==> src/rtl/two_group_lowest_free_slot_allocator_unit_macros.svh <==
// ----------------------------------------------------------------------------
// Assertion macros for the two-group slot allocator
// Clocked on i_clk and held off while i_rst_n is low. They expand to nothing
// in synthesis.
// ----------------------------------------------------------------------------
`ifndef TWO_GROUP_LOWEST_FREE_SLOT_ALLOCATOR_UNIT_MACROS_SVH
`define TWO_GROUP_LOWEST_FREE_SLOT_ALLOCATOR_UNIT_MACROS_SVH

`ifndef SYNTHESIS
`define LFSA_ASSERT(lbl, prop, msg) \
    lbl: assert property (@(posedge i_clk) disable iff (!i_rst_n) prop) else $error(msg);
`define LFSA_NEVER(lbl, expr, msg) \
    lbl: assert property (@(posedge i_clk) disable iff (!i_rst_n) !(expr)) else $error(msg);
`else
`define LFSA_ASSERT(lbl, prop, msg)
`define LFSA_NEVER(lbl, expr, msg)
`endif

`endif

==> src/rtl/lfsa_pkg.sv <==
// ----------------------------------------------------------------------------
// lfsa_pkg
// Widths, controller states and control/status bundles of the allocator.
// ----------------------------------------------------------------------------
package lfsa_pkg;

    localparam int SLOT_W = 5;
    localparam int TIME_W = 32;
    localparam int CNT_W  = 16;
    localparam int BEST_W = 17;
    localparam int CFG_W  = 5;

    localparam logic [CFG_W-1:0] SLOTS_RST = 5'd16;
    localparam logic [CNT_W-1:0] CNT_MAX   = 16'hFFFF;

    typedef enum logic [3:0] {
        S_IDLE,
        S_ALLOC,
        S_INC,
        S_WAIT,
        S_INIT,
        S_P1_RD,
        S_P1_ACC,
        S_P2_RD,
        S_P2_ACC
    } t_state;

    typedef struct packed {
        logic load_in;
        logic alloc;
        logic incr;
        logic init;
        logic p1_rd;
        logic p1_acc;
        logic p2_rd;
        logic p2_acc;
        logic load_out;
        logic clear;
    } t_cmd;

    typedef struct packed {
        logic last;
        logic out_free;
        logic j_done;
        logic k_done;
    } t_sts;

    function automatic logic [CNT_W-1:0] sat_add(input logic [CNT_W-1:0] a,
                                                 input logic [CNT_W-1:0] b);
        logic [CNT_W:0] s;
        s = {1'b0, a} + {1'b0, b};
        return s[CNT_W] ? CNT_MAX : s[CNT_W-1:0];
    endfunction

endpackage

==> src/rtl/lfsa_dp.sv <==
// ----------------------------------------------------------------------------
// lfsa_dp
// Datapath: slot busy/release store, lowest-free encoder, grant count
// memories, prefix memory for the split scan, config and output registers.
// ----------------------------------------------------------------------------
module lfsa_dp #(
    parameter int MAX_SLOTS = 16
) (
    input  logic                         i_clk,
    input  logic                         i_rst_n,
    input  lfsa_pkg::t_cmd               i_cmd,
    output lfsa_pkg::t_sts               o_sts,
    input  logic                         i_cfg_valid,
    input  logic [lfsa_pkg::CFG_W-1:0]   i_slots_in_use,
    input  logic                         i_group,
    input  logic [lfsa_pkg::TIME_W-1:0]  i_arrival_time,
    input  logic [lfsa_pkg::TIME_W-1:0]  i_departure_time,
    input  logic                         i_last_item,
    input  logic                         i_out_stall,
    output logic                         o_out_valid,
    output logic                         o_granted,
    output logic [lfsa_pkg::SLOT_W-1:0]  o_slot,
    output logic [lfsa_pkg::BEST_W-1:0]  o_best_total,
    output logic                         o_done_res
);

    localparam int IW = (MAX_SLOTS > 1) ? $clog2(MAX_SLOTS) : 1;
    localparam int NW = $clog2(MAX_SLOTS + 1);
    localparam int PD = MAX_SLOTS + 1;
    localparam int CW = lfsa_pkg::CNT_W;
    localparam int BW = lfsa_pkg::BEST_W;

    logic [lfsa_pkg::CFG_W-1:0]  r_slots_in_use;
    logic                        r_group;
    logic [lfsa_pkg::TIME_W-1:0] r_arr;
    logic [lfsa_pkg::TIME_W-1:0] r_dep;
    logic                        r_last;

    logic [MAX_SLOTS-1:0]        r_busy [2];
    logic [lfsa_pkg::TIME_W-1:0] r_rel  [2][MAX_SLOTS];
    logic                        r_grant;
    logic [IW-1:0]               r_idx;

    logic [CW-1:0]               r_cnt0_mem [MAX_SLOTS];
    logic [CW-1:0]               r_cnt1_mem [MAX_SLOTS];
    logic [MAX_SLOTS-1:0]        r_cnt0_vld;
    logic [MAX_SLOTS-1:0]        r_cnt1_vld;
    logic [CW-1:0]               r_c0_q;
    logic [CW-1:0]               r_c1_q;
    logic                        r_c0_v;
    logic                        r_c1_v;

    logic [CW-1:0]               r_pmem [PD];
    logic [CW-1:0]               r_p_q;

    logic [NW-1:0]               r_j;
    logic [NW-1:0]               r_k;
    logic [CW-1:0]               r_acc0;
    logic [CW-1:0]               r_acc1;
    logic [BW-1:0]               r_best;

    logic                        r_out_valid;
    logic                        r_o_granted;
    logic [lfsa_pkg::SLOT_W-1:0] r_o_slot;
    logic [BW-1:0]               r_o_best;
    logic                        r_o_done;

    logic [NW-1:0]               n_slots;
    logic [MAX_SLOTS-1:0]        cur_busy;
    logic [MAX_SLOTS-1:0]        expired;
    logic [MAX_SLOTS-1:0]        kept;
    logic [MAX_SLOTS-1:0]        cand;
    logic [MAX_SLOTS-1:0]        grant_vec;
    logic [IW-1:0]               enc_idx;
    logic                        enc_hit;
    logic [IW-1:0]               rd_addr;
    logic [NW-1:0]               pr_addr;
    logic                        pw_en;
    logic [NW-1:0]               pw_addr;
    logic [CW-1:0]               pw_data;
    logic [CW-1:0]               c0_data;
    logic [CW-1:0]               c1_data;
    logic [CW-1:0]               inc_val;
    logic [CW-1:0]               acc1_next;
    logic [BW-1:0]               total;
    logic                        j_done;
    logic                        k_done;

    assign n_slots = (32'(r_slots_in_use) > 32'(MAX_SLOTS)) ? NW'(MAX_SLOTS)
                                                           : NW'(r_slots_in_use);
    assign j_done  = (r_j == n_slots);
    assign k_done  = (r_k == n_slots);

    // free expired slots, then pick the lowest free one below the slot count
    always_comb begin
        cur_busy  = r_busy[r_group];
        for (int i = 0; i < MAX_SLOTS; i++) begin
            expired[i] = cur_busy[i] && (r_rel[r_group][i] <= r_arr);
        end
        kept = cur_busy & ~expired;
        for (int i = 0; i < MAX_SLOTS; i++) begin
            cand[i] = !kept[i] && (NW'(i) < n_slots);
        end
        enc_hit = |cand;
        enc_idx = '0;
        for (int i = MAX_SLOTS - 1; i >= 0; i--) begin
            if (cand[i]) begin
                enc_idx = IW'(i);
            end
        end
        grant_vec = '0;
        if (enc_hit) begin
            grant_vec[enc_idx] = 1'b1;
        end
    end

    always_comb begin
        rd_addr = '0;
        if (i_cmd.alloc) begin
            rd_addr = enc_idx;
        end else if (i_cmd.p1_rd && !j_done) begin
            rd_addr = r_j[IW-1:0];
        end else if (i_cmd.p2_rd && !k_done) begin
            rd_addr = r_k[IW-1:0];
        end
    end

    assign c0_data   = r_c0_v ? r_c0_q : '0;
    assign c1_data   = r_c1_v ? r_c1_q : '0;
    assign inc_val   = lfsa_pkg::sat_add(r_group ? c1_data : c0_data, CW'(1));
    assign acc1_next = lfsa_pkg::sat_add(r_acc1, c1_data);
    assign total     = {1'b0, r_acc0} + {1'b0, r_p_q};
    assign pr_addr   = n_slots - r_k;

    always_comb begin
        pw_en   = i_cmd.init || i_cmd.p1_acc;
        pw_addr = i_cmd.init ? '0 : NW'(r_j + 1'b1);
        pw_data = i_cmd.init ? '0 : acc1_next;
    end

    always_ff @(posedge i_clk) begin
        if (!i_rst_n) begin
            r_slots_in_use <= lfsa_pkg::SLOTS_RST;
        end else if (i_cfg_valid) begin
            r_slots_in_use <= i_slots_in_use;
        end
    end

    always_ff @(posedge i_clk) begin
        if (i_cmd.load_in) begin
            r_group <= i_group;
            r_arr   <= i_arrival_time;
            r_dep   <= i_departure_time;
            r_last  <= i_last_item;
        end
        if (i_cmd.alloc) begin
            r_grant <= enc_hit;
            r_idx   <= enc_idx;
        end
    end

    always_ff @(posedge i_clk) begin
        if (!i_rst_n) begin
            r_busy <= '{default: '0};
        end else if (i_cmd.clear) begin
            r_busy <= '{default: '0};
        end else if (i_cmd.alloc) begin
            r_busy[r_group] <= kept | grant_vec;
        end
    end

    always_ff @(posedge i_clk) begin
        if (i_cmd.alloc && enc_hit) begin
            r_rel[r_group][enc_idx] <= r_dep;
        end
    end

    // grant count memories
    always_ff @(posedge i_clk) begin
        if (i_cmd.incr && r_grant) begin
            if (r_group) begin
                r_cnt1_mem[r_idx] <= inc_val;
            end else begin
                r_cnt0_mem[r_idx] <= inc_val;
            end
        end
    end

    always_ff @(posedge i_clk) begin
        r_c0_q <= r_cnt0_mem[rd_addr];
        r_c1_q <= r_cnt1_mem[rd_addr];
        r_c0_v <= r_cnt0_vld[rd_addr];
        r_c1_v <= r_cnt1_vld[rd_addr];
    end

    always_ff @(posedge i_clk) begin
        if (!i_rst_n) begin
            r_cnt0_vld <= '0;
            r_cnt1_vld <= '0;
        end else if (i_cmd.clear) begin
            r_cnt0_vld <= '0;
            r_cnt1_vld <= '0;
        end else if (i_cmd.incr && r_grant) begin
            if (r_group) begin
                r_cnt1_vld[r_idx] <= 1'b1;
            end else begin
                r_cnt0_vld[r_idx] <= 1'b1;
            end
        end
    end

    // prefix sums of group 1
    always_ff @(posedge i_clk) begin
        if (pw_en) begin
            r_pmem[pw_addr] <= pw_data;
        end
    end

    always_ff @(posedge i_clk) begin
        r_p_q <= r_pmem[pr_addr];
    end

    always_ff @(posedge i_clk) begin
        if (!i_rst_n) begin
            r_j    <= '0;
            r_k    <= '0;
            r_acc0 <= '0;
            r_acc1 <= '0;
            r_best <= '0;
        end else if (i_cmd.init) begin
            r_j    <= '0;
            r_k    <= '0;
            r_acc0 <= '0;
            r_acc1 <= '0;
            r_best <= '0;
        end else if (i_cmd.p1_acc) begin
            r_acc1 <= acc1_next;
            r_j    <= NW'(r_j + 1'b1);
        end else if (i_cmd.p2_acc) begin
            if (total > r_best) begin
                r_best <= total;
            end
            r_acc0 <= lfsa_pkg::sat_add(r_acc0, c0_data);
            if (!k_done) begin
                r_k <= NW'(r_k + 1'b1);
            end
        end
    end

    // output word register
    always_ff @(posedge i_clk) begin
        if (!i_rst_n) begin
            r_out_valid <= 1'b0;
        end else if (i_cmd.load_out) begin
            r_out_valid <= 1'b1;
        end else if (!i_out_stall) begin
            r_out_valid <= 1'b0;
        end
    end

    always_ff @(posedge i_clk) begin
        if (i_cmd.load_out) begin
            r_o_granted <= r_grant;
            r_o_slot    <= r_grant ? lfsa_pkg::SLOT_W'(r_idx) + lfsa_pkg::SLOT_W'(1) : '0;
            r_o_best    <= r_last ? r_best : '0;
            r_o_done    <= r_last;
        end
    end

    assign o_sts.last     = r_last;
    assign o_sts.out_free = !r_out_valid || !i_out_stall;
    assign o_sts.j_done   = j_done;
    assign o_sts.k_done   = k_done;

    assign o_out_valid  = r_out_valid;
    assign o_granted    = r_o_granted;
    assign o_slot       = r_o_slot;
    assign o_best_total = r_o_best;
    assign o_done_res   = r_o_done;

endmodule

==> src/rtl/lfsa_ctrl.sv <==
// ----------------------------------------------------------------------------
// lfsa_ctrl
// Sequencer: accept, allocate, count write, and the two-pass split scan
// on the last word.
// ----------------------------------------------------------------------------
module lfsa_ctrl (
    input  logic           i_clk,
    input  logic           i_rst_n,
    input  logic           i_in_valid,
    input  lfsa_pkg::t_sts i_sts,
    output logic           o_in_stall,
    output lfsa_pkg::t_cmd o_cmd
);

    lfsa_pkg::t_state r_state;
    lfsa_pkg::t_state n_state;
    logic             can_take;
    logic             can_emit;

    always_ff @(posedge i_clk) begin
        if (!i_rst_n) begin
            r_state <= lfsa_pkg::S_IDLE;
        end else begin
            r_state <= n_state;
        end
    end

    always_comb begin
        can_emit = ((r_state == lfsa_pkg::S_INC && !i_sts.last) ||
                    r_state == lfsa_pkg::S_WAIT) && i_sts.out_free;
        can_take = (r_state == lfsa_pkg::S_IDLE) || can_emit;
    end

    always_comb begin
        n_state = r_state;
        unique case (r_state)
            lfsa_pkg::S_IDLE: begin
                if (i_in_valid) n_state = lfsa_pkg::S_ALLOC;
            end
            lfsa_pkg::S_ALLOC: begin
                n_state = lfsa_pkg::S_INC;
            end
            lfsa_pkg::S_INC: begin
                if (i_sts.last) begin
                    n_state = lfsa_pkg::S_INIT;
                end else if (i_sts.out_free) begin
                    n_state = i_in_valid ? lfsa_pkg::S_ALLOC : lfsa_pkg::S_IDLE;
                end else begin
                    n_state = lfsa_pkg::S_WAIT;
                end
            end
            lfsa_pkg::S_WAIT: begin
                if (i_sts.out_free) begin
                    n_state = i_in_valid ? lfsa_pkg::S_ALLOC : lfsa_pkg::S_IDLE;
                end
            end
            lfsa_pkg::S_INIT: begin
                n_state = lfsa_pkg::S_P1_RD;
            end
            lfsa_pkg::S_P1_RD: begin
                n_state = i_sts.j_done ? lfsa_pkg::S_P2_RD : lfsa_pkg::S_P1_ACC;
            end
            lfsa_pkg::S_P1_ACC: begin
                n_state = lfsa_pkg::S_P1_RD;
            end
            lfsa_pkg::S_P2_RD: begin
                n_state = lfsa_pkg::S_P2_ACC;
            end
            lfsa_pkg::S_P2_ACC: begin
                n_state = i_sts.k_done ? lfsa_pkg::S_WAIT : lfsa_pkg::S_P2_RD;
            end
            default: begin
                n_state = lfsa_pkg::S_IDLE;
            end
        endcase
    end

    always_comb begin
        o_cmd          = '0;
        o_in_stall     = !can_take;
        o_cmd.load_in  = can_take && i_in_valid;
        o_cmd.load_out = can_emit;
        unique case (r_state)
            lfsa_pkg::S_ALLOC:  o_cmd.alloc  = 1'b1;
            lfsa_pkg::S_INC:    o_cmd.incr   = 1'b1;
            lfsa_pkg::S_INIT:   o_cmd.init   = 1'b1;
            lfsa_pkg::S_P1_RD:  o_cmd.p1_rd  = 1'b1;
            lfsa_pkg::S_P1_ACC: o_cmd.p1_acc = 1'b1;
            lfsa_pkg::S_P2_RD:  o_cmd.p2_rd  = 1'b1;
            lfsa_pkg::S_P2_ACC: begin
                o_cmd.p2_acc = 1'b1;
                o_cmd.clear  = i_sts.k_done;
            end
            default: begin
            end
        endcase
    end

endmodule

==> src/rtl/two_group_lowest_free_slot_allocator_unit.sv <==
// ----------------------------------------------------------------------------
// two_group_lowest_free_slot_allocator_unit
// Each word carries an interval tagged with group 0 or 1. The block frees
// every slot of that group whose held departure is not later than the
// arrival, grants the lowest free slot among 1..slots_in_use and counts the
// grant (counters saturate at 65535). An ordinary word passes through accept
// and then the encode state; its count write overlaps the next accept
// while the output is not stalled. A word marked last also runs the split
// scan over n effective slots: a count read and add per slot to build the
// group 1 prefix sums, then a prefix read and compare over all splits.
// Its result carries the best total and done_res, and all slot state is
// then cleared. No clearing pass after reset; configuration writes are
// always ready.
// ----------------------------------------------------------------------------
`include "two_group_lowest_free_slot_allocator_unit_macros.svh"

module two_group_lowest_free_slot_allocator_unit #(
    parameter int MAX_SLOTS = 16
) (
    input  logic                         i_clk,
    input  logic                         i_rst_n,
    input  logic                         i_cfg_valid,
    output logic                         o_cfg_ready,
    input  logic [lfsa_pkg::CFG_W-1:0]   i_slots_in_use,
    input  logic                         i_in_valid,
    output logic                         o_in_stall,
    input  logic                         i_group,
    input  logic [lfsa_pkg::TIME_W-1:0]  i_arrival_time,
    input  logic [lfsa_pkg::TIME_W-1:0]  i_departure_time,
    input  logic                         i_last_item,
    output logic                         o_out_valid,
    input  logic                         i_out_stall,
    output logic                         o_granted,
    output logic [lfsa_pkg::SLOT_W-1:0]  o_slot,
    output logic [lfsa_pkg::BEST_W-1:0]  o_best_total,
    output logic                         o_done_res
);

    lfsa_pkg::t_cmd w_cmd;
    lfsa_pkg::t_sts w_sts;

    assign o_cfg_ready = 1'b1;

    lfsa_ctrl u_ctrl (
        .i_clk      (i_clk),
        .i_rst_n    (i_rst_n),
        .i_in_valid (i_in_valid),
        .i_sts      (w_sts),
        .o_in_stall (o_in_stall),
        .o_cmd      (w_cmd)
    );

    lfsa_dp #(
        .MAX_SLOTS (MAX_SLOTS)
    ) u_dp (
        .i_clk            (i_clk),
        .i_rst_n          (i_rst_n),
        .i_cmd            (w_cmd),
        .o_sts            (w_sts),
        .i_cfg_valid      (i_cfg_valid),
        .i_slots_in_use   (i_slots_in_use),
        .i_group          (i_group),
        .i_arrival_time   (i_arrival_time),
        .i_departure_time (i_departure_time),
        .i_last_item      (i_last_item),
        .i_out_stall      (i_out_stall),
        .o_out_valid      (o_out_valid),
        .o_granted        (o_granted),
        .o_slot           (o_slot),
        .o_best_total     (o_best_total),
        .o_done_res       (o_done_res)
    );

    `LFSA_ASSERT(a_slot_matches_grant, o_out_valid |-> (o_granted == (o_slot != '0)), "slot/grant mismatch")
    `LFSA_ASSERT(a_best_only_on_done, (o_out_valid && !o_done_res) |-> (o_best_total == '0), "best total without done")
    `LFSA_ASSERT(a_load_shows_word, w_cmd.load_out |=> o_out_valid, "loaded word not shown")
    `LFSA_NEVER(a_no_take_in_scan, (w_cmd.p1_acc || w_cmd.p2_acc) && !o_in_stall, "word taken during scan")

endmodule

==> config.mk <==
export PLATFORM = sky130hd
export DESIGN_NAME = two_group_lowest_free_slot_allocator_unit
export DESIGN_NICKNAME = d
export VERILOG_FILES = /design/src/rtl/lfsa_pkg.sv /design/src/rtl/lfsa_dp.sv /design/src/rtl/lfsa_ctrl.sv /design/src/rtl/two_group_lowest_free_slot_allocator_unit.sv
export VERILOG_INCLUDE_DIRS = /design/src /design/src/rtl
export SDC_FILE = /design/constraint.sdc
export NUM_CORES = 2
export LEC_CHECK = 0
export BUFFER_PORTS_ARGS = -buffer_cell sky130_fd_sc_hd__buf_2
export CELL_PAD_IN_SITES_DETAIL_PLACEMENT = 2
export CELL_PAD_IN_SITES_GLOBAL_PLACEMENT = 2
export CORE_ASPECT_RATIO = 1.2
export CORE_UTILIZATION = 43
export CTS_CLUSTER_DIAMETER = 40
export CTS_CLUSTER_SIZE = 24
export DETAILED_ROUTE_END_ITERATION = 10
export PLACE_DENSITY_LB_ADDON = 0.2
export RECOVER_POWER = 25
export SLEW_MARGIN = 5
export SYNTH_ARGS = -nofsm -noshare
export SYNTH_HDL_FRONTEND = slang
export SYNTH_SLANG_ARGS = --single-unit
==> constraint.sdc <==
create_clock -name i_clk -period 5.7 [get_ports i_clk]
set_input_delay 1.14 -clock i_clk [delete_from_list [all_inputs] [get_ports i_clk]]
set_output_delay 1.14 -clock i_clk [all_outputs]
set_load 0.01 [all_outputs]
# Word-level counts from Yosys, hierarchy flattened
# Memories as Yosys holds them, arrays and structs flattened. A register that Yosys moved wholly into a read port is not among the register bits.
# Cells that the tools add are included.
# classes
n_bitwise	11
magnitude_cmp	43
mux	74
eq_ne	13
n_addsub	8
reduce_logical	80
# ops
op	count
less-or-equal comparator 32 bit	16
two-way mux 512 bit	1
two-way mux 16 bit	12
demux 32 bit (select 4 bit)	1
two-way mux 4 bit	23
adder 16 x 16 -> 17 bit	3
OR 16 bit	3
logical AND 1 bit	43
less-than comparator 4 x 5 -> 1 bit, first input constant	8
bitwise mux 32 bit	1
two-way mux 32 bit	1
case mux 4 bit (8 select lines)	1
two-way mux 1 bit	26
zero test 1 bit	22
less-than comparator 3 x 5 -> 1 bit, first input constant	4
adder 16 x 1 -> 17 bit, second input constant	1
greater-than comparator 17 bit	1
bitwise AND 16 bit	1
demux 16 bit (select 1 bit)	1
equality test 4 x 3 -> 1 bit, second input constant	4
NOT 16 bit	1
OR reduction 16 bit	1
less-than comparator 4 x 5 -> 1 bit, second input constant	3
adder 5 x 1 -> 5 bit, second input constant	2
other kinds (28)	49
# word_totals
inputBits	76
mem_count	4
elab_cells	257
out_inout_bits	27
ramBits	1808
register_bits	230
# mem_list
memory	depth	width	rd	rd_ports_with_merged_regs	wr	line	source
u_dp.r_rel	2	512	1	1	1	lfsa_dp.sv:40	logic [lfsa_pkg::TIME_W-1:0] r_rel [2][MAX_SLOTS];
u_dp.r_pmem	17	16	1	1	1	lfsa_dp.sv:53	logic [CW-1:0] r_pmem [PD];
u_dp.r_cnt0_mem	16	16	1	1	1	lfsa_dp.sv:44	logic [CW-1:0] r_cnt0_mem [MAX_SLOTS];
u_dp.r_cnt1_mem	16	16	1	1	1	lfsa_dp.sv:45	logic [CW-1:0] r_cnt1_mem [MAX_SLOTS];

# Longest topological paths before layout
# logic_depth
word_depth	32
ltp_mapped	23
mapped_depth_nobuf	21

# Hierarchy
# Synthesis repeated with hierarchy kept, for this count alone.
# unflattened
cells_unflattened	6803
hier_area_um2	95809.4
# by_module_without_submodules
mod	area_per_inst_um2	n_inst	cells_per_inst	seq_area_each_um2
lfsa_dp	95427.8	1	6745	60748.3
lfsa_ctrl	370.4	1	56	80.1
two_group_lowest_free_slot_allocator_unit	11.3	1	2	0.0

# Worst setup path after synthesis
# Ideal clock, no wire load.
# synth_timing
path_type	input to register
from	input i_out_stall
to	register u_dp.r_arr[0] in the netlist's numbering (enable)
setup_ns	0.499
arrival_ns	5.734
t_required_ns	5.201
n_path_buf	0
setup_slack_ns	-0.533
cell_stages	3
path_cell_list	a21oi_1 -> a21oi_1 -> nor2b_1
# synth_lines
element	line	source
start: declaration	two_group_lowest_free_slot_allocator_unit.sv:32	input logic i_out_stall,
end signal: assignment	lfsa_dp.sv:152	r_arr <= i_arrival_time;
end: declaration	lfsa_dp.sv:35	logic [lfsa_pkg::TIME_W-1:0] r_arr;

==> impl_metrics.tcl <==
set metrics [dict create \
    fin_crit_sh_pct 101 \
    numCtsBuffers 313 \
    violations "capacitance limit, slew limit, setup timing" \
    grt_pass1_vias 64600 \
    clock_latency_ns 0.96 \
    maxCapViolCount 32 \
    fp.dieW_um 423 \
    setup_ws_ns -0.0286 \
    outcome "finished, violations left" \
    leakagePower_nw 39.5 \
    synthArstFlopShare_pct 0 \
    rows 185 \
    slew_violations 1056 \
    final_area_um2 112000 \
    stdcell_count 9539 \
    critPathCapture "u_dp.r_c0_q[10]$_DFF_P_" \
    gp_congestion 0.873 \
    synthTopCellsByCount "edfxtp_1 (1903), mux2_2 (637), ha_1 (588)" \
    syn_avg_cell_area_um2 15.8 \
    drive_gt1_share_pct 30.9 \
    grt_pass1_wl_mm 452 \
    io_pins 103 \
    fmax_ghz 0.175 \
    netlist_area_um2 91500 \
    grt_max_degree 46 \
    cts.sinks 2087 \
    cts_buffer_depth 4 \
    cp-end-kind "register" \
    ys_warn_count 0 \
    hold_slack_ns 0.373 \
    start_util_pct 43.3 \
    period_needed_ns 5.73 \
    synthMostInstantiatedCell "edfxtp_1" \
    syn-num-nets 6444 \
    slew_headroom_pct -76.0 \
    grt-ovfl-total 0 \
    cp.arrival_ns 6.55 \
    port-buffer-count 101 \
    synth_cells 5776 \
    reg2reg_to "u_dp.r_c0_q[10]$_DFF_P_" \
    hp-class "in -> reg" \
    vias 57500 \
    synth_seq_area_share_pct 66.5 \
    drtIter0Drc 4159 \
    rrSetupSlack_ns -0.03 \
    skew_ns 0.0791 \
    start_kind "register" \
    antenna_found_initial 10 \
    via_per_inst 6.02 \
    cellPowerDensity_nw_per_um2 441 \
    cp_max_fo 6 \
    ff2ff_path_depth 24 \
    die_h_um 507 \
    yosys.area.top_type "edfxtp_1" \
    required_ns 6.52 \
    synth_ff_type "edfxtp_1" \
    hpwl_mm 190 \
    dieArea_um2 215000 \
    dp_slack_ns -0.438 \
    cts_tree "built" \
    dr.pass1.iters 5 \
    root_buffer "clkbuf_16" \
    synth_cell_type_count 85 \
    irDropWorstVdd_mv 0.312 \
    fin_nets 7154 \
    ant_nets 0 \
    drc 0 \
    synth_edf_count 1903 \
    postPlaceCellArea_um2 99700 \
    wirelength_mm 318 \
    grt_setup_unrepaired "yes" \
    slowest_delay_ns 0.40 \
    path_class "reg -> reg" \
    cts_htree_levels 5 \
    holdBufCountCts 0 \
    synthDominantCellAreaShare_pct 62.4 \
    wl_per_cell_um 33.4 \
    clk_pin_slew_worst_paths_ns 0.07 \
    area_growth_syn_to_layout_pct 22.7 \
    finalSetupViolCount 4 \
    critPathSlowestCell "nor4_4" \
    worst_pin_slew_ns 2.64 \
    finalHoldViolCount 0 \
    synth.top_cells.by_area "edfxtp_1 (62%), ha_1 (8.0%), mux2_2 (7.8%), dfxtp_1 (4.0%), mux4_2 (2.0%)" \
    fillerInstances 18900 \
    ys_ff_latch 2087 \
    grtUsageTotal_pct 29.2 \
    core_area_um2 212000 \
    dp.cells 8914 \
    path_cells "buf_12 > buf_12 > buf_6 > buf_4 > mux2_2 > ha_1 > nand4_1 > nor4_4 > buf_6 > a41oi_1 > buf_4 > o31a_1 > a31oi_4 > a21boi_4 > o41ai_2 > buf_4 > a41o_4 > buf_12 > buf_8 > buf_16 > mux2_4 > o221a_4 > nor4_4 > o211ai_1" \
]
## through the flow
step           power (mW)  util, %  TNS [ns]
2_1_floorplan        24.7        -    -59.27
3_3_place_gp         28.9     47.1    -19.32
3_5_place_dp         29.6     47.1    -73.98
4_1_cts              49.6     52.6         0
5_1_grt              51.2     53.1    -21.06
6_report             49.5     53.1   -0.0616
## layout by cell type, fill, tap and decap left out, types with 65 or more instances in the layout
cell type and count:
a21oi_1 218, buf_12 95, buf_2 97, buf_4 310, clkbuf_1 65, clkbuf_16 326
dfxtp_1 183, edfxtp_1 1903, ha_1 579, inv_1 114, mux2_2 629, mux4_2 80
nand2_1 184, nand3_1 67, nand4_1 111, nor2_1 259, o21ai_0 133, o221a_2 74
## worst min path at each step
stage / from / endpoint / slack [ns] / cells after the start
6_report: i_last_item / u_dp.r_last$_DFFE_PP_ / 0.37 / 1
5_1_grt: i_last_item / u_dp.r_last$_DFFE_PP_ / 0.34 / 1
4_1_cts: i_departure_time[16] / u_dp.r_dep[16]$_DFFE_PP_ / 0.30 / 1
3_5_place_dp: u_dp.r_cnt1_vld[7]$_SDFFE_PP0P_ / u_dp.r_cnt1_vld[7]$_SDFFE_PP0P_ / 0.46 / 1
3_3_place_gp: u_dp.r_cnt1_vld[15]$_SDFFE_PP0P_ / u_dp.r_cnt1_vld[15]$_SDFFE_PP0P_ / 0.44 / 1
2_1_floorplan: u_dp.r_acc1[0]$_SDFFE_PP0P_ / u_dp.r_acc1[0]$_SDFFE_PP0P_ / 0.43 / 2
## metal layers
| metal | global-route usage, % | up-vias | wire [um] |
|---|---|---|---|
| met1 | 33.8 | 30400 | 121000 |
| met2 | 52.6 | 1811 | 166000 |
| li1 | - | 24600 | - |
| met3 | 3.71 | 721 | 13100 |
| met4 | 15.1 | 2 | 17800 |
| met5 | 0 | - | 12 |
## critical path: cells and delay by family, from the launching register on
kind	cells	cell delay, ns
flip-flops	1	0.39
AND/OR/NAND/NOR	3	0.88
AO/OA/AOI/OAI	8	1.68
buffers and inverters	10	1.64
multiplexers	2	0.66
adder cells (fa/ha/maj)	1	0.32
## report_power, final
part	leakage (nW)	internal [mW]	switching [mW]	total [mW]
Combinational	16.1	4.83	7.38	12.2
Sequential	18.4	17.8	0.306	18.1
Clock	4.96	11.7	7.49	19.2
## sequential cells by signal, indices dropped and copies added, names as in the netlist, 4 cells and up, named ones only
name	count
u_dp.r_rel	1024
u_dp.r_pmem	272
u_dp.r_cnt0_mem	256
u_dp.r_cnt1_mem	256
u_dp.r_arr	32
u_dp.r_busy	32
u_dp.r_dep	32
u_dp.o_best_total	17
u_dp.r_best	17
u_dp.r_acc0	16
u_dp.r_acc1	16
u_dp.r_c0_q	16
u_dp.r_c1_q	16
u_dp.r_cnt0_vld	16
u_dp.r_cnt1_vld	16
u_dp.r_p_q	16
u_dp.o_slot	5
u_dp.r_j	5
u_dp.r_k	5
u_dp.r_slots_in_use	5
u_ctrl.r_state	4
u_dp.r_idx	4
## cell families after synthesis
kind of cell,after synthesis,synth area share (%)
buffers and inverters,307,1.36
other,1,0.00410
muxes,798,10.7
adders and majority gates,592,8.12
DFF,2087,66.5
AOI/OAI and AO/OA,955,7.56
and+or+nand+nor,975,5.18
xor gates and xnor gates,61,0.584
## what timing repair did
item | CTS | global route
hold endpoints to repair | 0 | 0
endpoints found under the setup margin | 768 | 717
resized for setup | 116 | 123
gates cloned | 13 | 8
buffers inserted | 24 | 19
pin swaps | 18 | 28
## area by class of cell
class / instances / area (um2) / share of cell area (%)
flip-flops and latches: 2087 / 60800 / 54.2
multi-input cells: 3382 / 31300 / 27.9
clock buffers: 355 / 8190 / 7.29
repair buffers: 586 / 5880 / 5.23
well taps: 2805 / 3510 / 3.13
clock inverters: 196 / 2130 / 1.90
inverters: 116 / 435 / 0.388
diodes: 12 / 30.0 / 0.0267
Note: power is estimated with default switching activity, not from simulation.
